===== src/design/cst_pkg.sv =====
package cst_pkg;

    localparam int ROW_W = 10;
    localparam int COL_W = 10;
    localparam int VAL_W = 64;
    localparam int IDX_W = 13;
    localparam int PTR_W = 13;
    localparam int DIM_W = 11;

    // Field layout of the input and output beats.
    localparam int S_TDATA_W = 104;
    localparam int M_TDATA_W = 88;

    localparam logic CFG_NUM_ROWS = 1'b0;
    localparam logic CFG_NUM_COLS = 1'b1;

    typedef enum logic [1:0] {
        OP_LOAD  = 2'd0,
        OP_FIN   = 2'd1,
        OP_ENTRY = 2'd2,
        OP_PTR   = 2'd3
    } opcode_t;

    typedef enum logic [1:0] {
        STAT_OK       = 2'd0,
        STAT_OVERFLOW = 2'd1,
        STAT_RANGE    = 2'd2,
        STAT_NOT_FIN  = 2'd3
    } status_t;

    typedef enum logic [1:0] {
        RES_COUNT = 2'd0,
        RES_ERR   = 2'd1,
        RES_ENTRY = 2'd2,
        RES_PTR   = 2'd3
    } res_kind_t;

    typedef enum logic [3:0] {
        ST_CLEAR,
        ST_IDLE,
        ST_DECODE,
        ST_LOAD_WR,
        ST_PRE_RD,
        ST_PRE_WR,
        ST_SC_RD,
        ST_SC_NX,
        ST_SC_WR,
        ST_FIN_DONE,
        ST_RD_ENT,
        ST_RD_PTR,
        ST_OUT
    } state_t;

    typedef struct packed {
        logic      in_cap;
        logic      clr_step;
        logic      load_issue;
        logic      load_commit;
        logic      fin_start;
        logic      pre_rd;
        logic      pre_wr;
        logic      sc_rd;
        logic      sc_nx;
        logic      sc_wr;
        logic      fin_done;
        logic      ent_rd;
        logic      ptr_rd;
        logic      res_set;
        res_kind_t res_kind;
        status_t   res_status;
        logic      out_push;
    } cmd_t;

    typedef struct packed {
        opcode_t op;
        logic    range_err;
        logic    full;
        logic    ent_err;
        logic    ptr_err;
        logic    finalized;
        logic    col_last;
        logic    k_last;
        logic    cnt_zero;
        logic    out_free;
    } stat_t;

endpackage


===== src/design/cst_ctrl.sv =====
module cst_ctrl (
    input  logic           clk,
    input  logic           rst_n,
    input  logic           s_tvalid,
    output logic           s_tready,
    input  cst_pkg::stat_t stat,
    output cst_pkg::cmd_t  cmd
);

    cst_pkg::state_t state_reg;
    cst_pkg::state_t state_next;

    always_ff @(posedge clk or negedge rst_n)
    begin
        if (!rst_n)
        begin
            state_reg <= cst_pkg::ST_CLEAR;
        end
        else
        begin
            state_reg <= state_next;
        end
    end

    always_comb
    begin
        state_next = state_reg;
        unique case (state_reg)
            cst_pkg::ST_CLEAR:
            begin
                if (stat.col_last)
                begin
                    state_next = cst_pkg::ST_IDLE;
                end
            end
            cst_pkg::ST_IDLE:
            begin
                if (s_tvalid)
                begin
                    state_next = cst_pkg::ST_DECODE;
                end
            end
            cst_pkg::ST_DECODE:
            begin
                unique case (stat.op)
                    cst_pkg::OP_LOAD:
                    begin
                        if (stat.range_err || stat.full)
                        begin
                            state_next = cst_pkg::ST_OUT;
                        end
                        else
                        begin
                            state_next = cst_pkg::ST_LOAD_WR;
                        end
                    end
                    cst_pkg::OP_FIN:
                    begin
                        state_next = cst_pkg::ST_PRE_RD;
                    end
                    cst_pkg::OP_ENTRY:
                    begin
                        if (!stat.finalized || stat.ent_err)
                        begin
                            state_next = cst_pkg::ST_OUT;
                        end
                        else
                        begin
                            state_next = cst_pkg::ST_RD_ENT;
                        end
                    end
                    default:
                    begin
                        if (!stat.finalized || stat.ptr_err)
                        begin
                            state_next = cst_pkg::ST_OUT;
                        end
                        else
                        begin
                            state_next = cst_pkg::ST_RD_PTR;
                        end
                    end
                endcase
            end
            cst_pkg::ST_LOAD_WR:
            begin
                state_next = cst_pkg::ST_OUT;
            end
            cst_pkg::ST_PRE_RD:
            begin
                state_next = cst_pkg::ST_PRE_WR;
            end
            cst_pkg::ST_PRE_WR:
            begin
                if (!stat.col_last)
                begin
                    state_next = cst_pkg::ST_PRE_RD;
                end
                else if (stat.cnt_zero)
                begin
                    state_next = cst_pkg::ST_FIN_DONE;
                end
                else
                begin
                    state_next = cst_pkg::ST_SC_RD;
                end
            end
            cst_pkg::ST_SC_RD:
            begin
                state_next = cst_pkg::ST_SC_NX;
            end
            cst_pkg::ST_SC_NX:
            begin
                state_next = cst_pkg::ST_SC_WR;
            end
            cst_pkg::ST_SC_WR:
            begin
                if (stat.k_last)
                begin
                    state_next = cst_pkg::ST_FIN_DONE;
                end
                else
                begin
                    state_next = cst_pkg::ST_SC_RD;
                end
            end
            cst_pkg::ST_FIN_DONE,
            cst_pkg::ST_RD_ENT,
            cst_pkg::ST_RD_PTR:
            begin
                state_next = cst_pkg::ST_OUT;
            end
            cst_pkg::ST_OUT:
            begin
                if (stat.out_free)
                begin
                    state_next = cst_pkg::ST_IDLE;
                end
            end
            default:
            begin
                state_next = cst_pkg::ST_IDLE;
            end
        endcase
    end

    always_comb
    begin
        cmd            = '0;
        cmd.res_kind   = cst_pkg::RES_COUNT;
        cmd.res_status = cst_pkg::STAT_OK;
        s_tready       = 1'b0;
        unique case (state_reg)
            cst_pkg::ST_CLEAR:
            begin
                cmd.clr_step = 1'b1;
            end
            cst_pkg::ST_IDLE:
            begin
                s_tready   = 1'b1;
                cmd.in_cap = s_tvalid;
            end
            cst_pkg::ST_DECODE:
            begin
                unique case (stat.op)
                    cst_pkg::OP_LOAD:
                    begin
                        if (stat.range_err)
                        begin
                            cmd.res_set    = 1'b1;
                            cmd.res_status = cst_pkg::STAT_RANGE;
                        end
                        else if (stat.full)
                        begin
                            cmd.res_set    = 1'b1;
                            cmd.res_status = cst_pkg::STAT_OVERFLOW;
                        end
                        else
                        begin
                            cmd.load_issue = 1'b1;
                        end
                    end
                    cst_pkg::OP_FIN:
                    begin
                        cmd.fin_start = 1'b1;
                    end
                    cst_pkg::OP_ENTRY:
                    begin
                        cmd.res_kind = cst_pkg::RES_ERR;
                        if (!stat.finalized)
                        begin
                            cmd.res_set    = 1'b1;
                            cmd.res_status = cst_pkg::STAT_NOT_FIN;
                        end
                        else if (stat.ent_err)
                        begin
                            cmd.res_set    = 1'b1;
                            cmd.res_status = cst_pkg::STAT_RANGE;
                        end
                        else
                        begin
                            cmd.ent_rd = 1'b1;
                        end
                    end
                    default:
                    begin
                        cmd.res_kind = cst_pkg::RES_ERR;
                        if (!stat.finalized)
                        begin
                            cmd.res_set    = 1'b1;
                            cmd.res_status = cst_pkg::STAT_NOT_FIN;
                        end
                        else if (stat.ptr_err)
                        begin
                            cmd.res_set    = 1'b1;
                            cmd.res_status = cst_pkg::STAT_RANGE;
                        end
                        else
                        begin
                            cmd.ptr_rd = 1'b1;
                        end
                    end
                endcase
            end
            cst_pkg::ST_LOAD_WR:
            begin
                cmd.load_commit = 1'b1;
                cmd.res_set     = 1'b1;
            end
            cst_pkg::ST_PRE_RD:
            begin
                cmd.pre_rd = 1'b1;
            end
            cst_pkg::ST_PRE_WR:
            begin
                cmd.pre_wr = 1'b1;
            end
            cst_pkg::ST_SC_RD:
            begin
                cmd.sc_rd = 1'b1;
            end
            cst_pkg::ST_SC_NX:
            begin
                cmd.sc_nx = 1'b1;
            end
            cst_pkg::ST_SC_WR:
            begin
                cmd.sc_wr = 1'b1;
            end
            cst_pkg::ST_FIN_DONE:
            begin
                cmd.fin_done = 1'b1;
                cmd.res_set  = 1'b1;
            end
            cst_pkg::ST_RD_ENT:
            begin
                cmd.res_set  = 1'b1;
                cmd.res_kind = cst_pkg::RES_ENTRY;
            end
            cst_pkg::ST_RD_PTR:
            begin
                cmd.res_set  = 1'b1;
                cmd.res_kind = cst_pkg::RES_PTR;
            end
            cst_pkg::ST_OUT:
            begin
                cmd.out_push = stat.out_free;
            end
            default:
            begin
                cmd = '0;
            end
        endcase
    end

endmodule


===== config.mk =====
export PLATFORM = sky130hd
export DESIGN_NAME = cst_ctrl
export DESIGN_NICKNAME = d
export VERILOG_FILES = /design/src/design/cst_pkg.sv /design/src/design/cst_ctrl.sv
export SDC_FILE = /design/constraint.sdc
export NUM_CORES = 1
export LEC_CHECK = 0
export ABC_CLOCK_PERIOD_IN_PS = 1980
export BUFFER_PORTS_ARGS = -buffer_cell sky130_fd_sc_hd__buf_2
export CORE_ASPECT_RATIO = 1.2
export CORE_UTILIZATION = 30
export CTS_CLUSTER_DIAMETER = 30
export DETAILED_ROUTE_END_ITERATION = 8
export PLACE_DENSITY = 0.64
export SLEW_MARGIN = 15
export SYNTH_ARGS = -nofsm -noshare
export SYNTH_HDL_FRONTEND = slang
export SYNTH_SLANG_ARGS = --single-unit

===== constraint.sdc =====
create_clock -name clk -period 1.98 [get_ports clk]
set_input_delay 0.198 -clock clk [delete_from_list [all_inputs] [get_ports clk]]
set_output_delay 0.198 -clock clk [all_outputs]
set_load 0.02 [all_outputs]

==> reports/results.ini <==
[synth]
synth_area_leaders = dfrtp_1 (17%), nor2_1 (8.9%), a21oi_1 (6.8%), nand2_1 (5.7%), nand2b_1 (5.3%)
netlist_area_um2 = 589
seq_area_frac_synth_pct = 17.0
dominantRegCellSynth = dfrtp_1
syn_inst = 89
yosysTopAreaCell = dfrtp_1
synth.distinct_cells = 34
yosysTopAreaCellShare_pct = 17.0
syn_area_per_cell_um2 = 6.62
synth_seq_cells = 4
synth-edff-count = 0
ys_async_sr_fraction_pct = 100
synth_nets = 103
ys_warn_count = 0

[layout]
syn_to_final_growth_pct = 40.1
final_cells = 143
layout.cells.most_common = buf_2
final_cell_mix = buf_2 (33), nor2_1 (14), nand2_1 (9), a21oi_1 (8)
num_antenna_cells = 0
largest_reg_flops = 4
fillers = 195
layout-drive-gt1-share_pct = 37.9
nets = 140

[timing]
slew_violations = 0
finalClockSkew_ns = 0.00753
tightest_slew_ns = 0.352
tns_ns = 0
relSlewSlack_pct = 76.4
fin_crit_ns = 1.87
period_share_pct = 94.5
setup_viol = 0
hold_viol = 0
rsz0062_at_grt = no
fmax_ghz = 0.534

[outcome]
status = finished clean

[clocking]
tritoncts = yes
clkLatencyLatePin_ns = 0.25
path_clk_slew_ns = 0.04
cts_buffer_depth = 2
htree_levels = 1
clock_sinks = 4
cts_inserted_buffers = 3
root_buffer = clkbuf_4

[critical_path]
crit_path_start_kind = flip-flop
r2r_slack_ns = 0.44
r2r-end = state_reg[1]
slowest_stage = or4b_4
arrival_ns = 1.67
worstReg2RegStart = state_reg[2]
critPathMaxFanout = 5
crit_type = reg2out
critPathRequiredTime_ns = 1.78
slowest_delay_ns = 0.61
rr_worst_depth = 4
setup.worst_path.end_class = primary output
path_cells = or4b_4 > nor4_2 > buf_2

[power_and_ir_drop]
p_leak_nw = 0.416
vdd_drop_max_v = 0.000561
power_density_nw_per_um2 = 1210
total_power_uw = 997
power.internal_uw = 461
power_frac_seq_pct = 17.2
p_sw_share_pct = 53.8
pwr-share-clk_pct = 10.7
p_sw_uw = 536
comb_power_share_pct = 72.1

[place]
post-place-cells = 138
hpwlAfterDp_um = 1380
portBuffers = 33
place.gp.congestion = 0.863

[floorplanning]
rows = 17
io_pins = 34
die_w_um = 42.5
initial_core_util_pct = 31.8
core_um2 = 1850
fp.dieH_um = 50.6
die_area_um2 = 2150

[global_routing]
grt_pass1_vias = 698
gr-total-overflow = 0
grt_pass1_wl_um = 2770
grtUsageTotal_pct = 17.0
antenna_found_initial = 0
grt_max_degree = 15

[drt]
first_pass_iters = 4
drtIter0Drc = 12
vias = 778
ant_nets = 0
drc = 0
wl_per_cell_um = 12.1
vias_per_cell = 5.44
routed_wl_um = 1730

[min_path]
hp-class = in2async

[flow_run]
cap_violations = 0

-- cells by family after synthesis --
| logic type | count (synthesis) | share of synthesized area (%) |
|---|---|---|
| multiplexers | 1 | 1.70 |
| flip-flops | 4 | 17.0 |
| buffers and inverters | 12 | 9.13 |
| AO/OA/AOI/OAI | 22 | 25.7 |
| AND/OR/NAND/NOR | 50 | 46.5 |
-- cells in the mapped netlist (2+ instances only) --
cell type,count
clkbuf_1,3
nor2_1,14
and2_1,2
nand2b_1,5
inv_1,6
dfrtp_1,4
buf_4,2
nor3_1,6
nand2_1,9
a211oi_1,2
nor4_1,3
nand3_1,2
o21ai_0,3
a21oi_1,8
-- area by class of cell --
cell class,count,area (um2),share of cell area (%)
Sequential cell,4,101,12.3
Inverter,6,22.5,2.73
Multi-Input combinational cell,73,450,54.5
Timing Repair Buffer,38,205,24.8
Clock buffer,3,22.5,2.73
Tap cell,19,23.8,2.88
-- timing repair --
item / 4_1_cts / 5_1_grt
pin swaps: 0 / 1
endpoints found under the setup margin: 1 / 2
gates resized for setup: 1 / 2
endpoints found under the hold margin: 4 / 0
hold buffers: 1 / 0
setup buffers: 0 / 1
-- per-layer routing --
metal	global-route usage, %	up-vias	share of wire, %
li1	-	394	-
met2	30.5	25	50
met3	2.52	5	4.7
met1	18.5	354	43
met4	10.4	0	2.3
met5	0	-	0
-- critical path, delay by kind of cell, from the launching register on --
| family | cells | cell delay, ns |
|---|---|---|
| buf+inv | 1 | 0.20 |
| flops | 1 | 0.41 |
| simple gates | 2 | 0.83 |
-- power by group through the flow --
stage | Combinational (mW) | Clock (mW) | Sequential [mW]
after floorplan | 0.503 | 0 | 0.159
after global placement | 0.699 | 0 | 0.159
after detailed placement | 0.706 | 0 | 0.161
after CTS | 0.714 | 0.104 | 0.171
after global routing | 0.790 | 0.108 | 0.179
final | 0.719 | 0.106 | 0.172
-- stage by stage --
stage               area [um2]  setup slack (ns)  hold WS [ns]  util, %
floorplan                  589            0.0722       -0.0976        -
global placement           769             0.307       0.00327     41.6
detailed placement         769             0.252       0.00277     41.6
CTS                        811            0.0276         0.286     43.8
global route               826            0.0234         0.297     44.6
finish                     826             0.109         0.278     44.6
-- how the worst max path moves through the flow --
stage,start,slack (ns),cells past startpoint,to
floorplan,state_reg[2],0.07,2,cmd[7]
global placement,state_reg[1],0.31,5,cmd[6]
detailed placement,state_reg[1],0.25,5,cmd[6]
CTS,state_reg[1],0.03,5,cmd[6]
global route,state_reg[0],0.02,5,cmd[6]
finish,state_reg[2],0.11,3,cmd[7]
(Power assumes the default switching activity.)
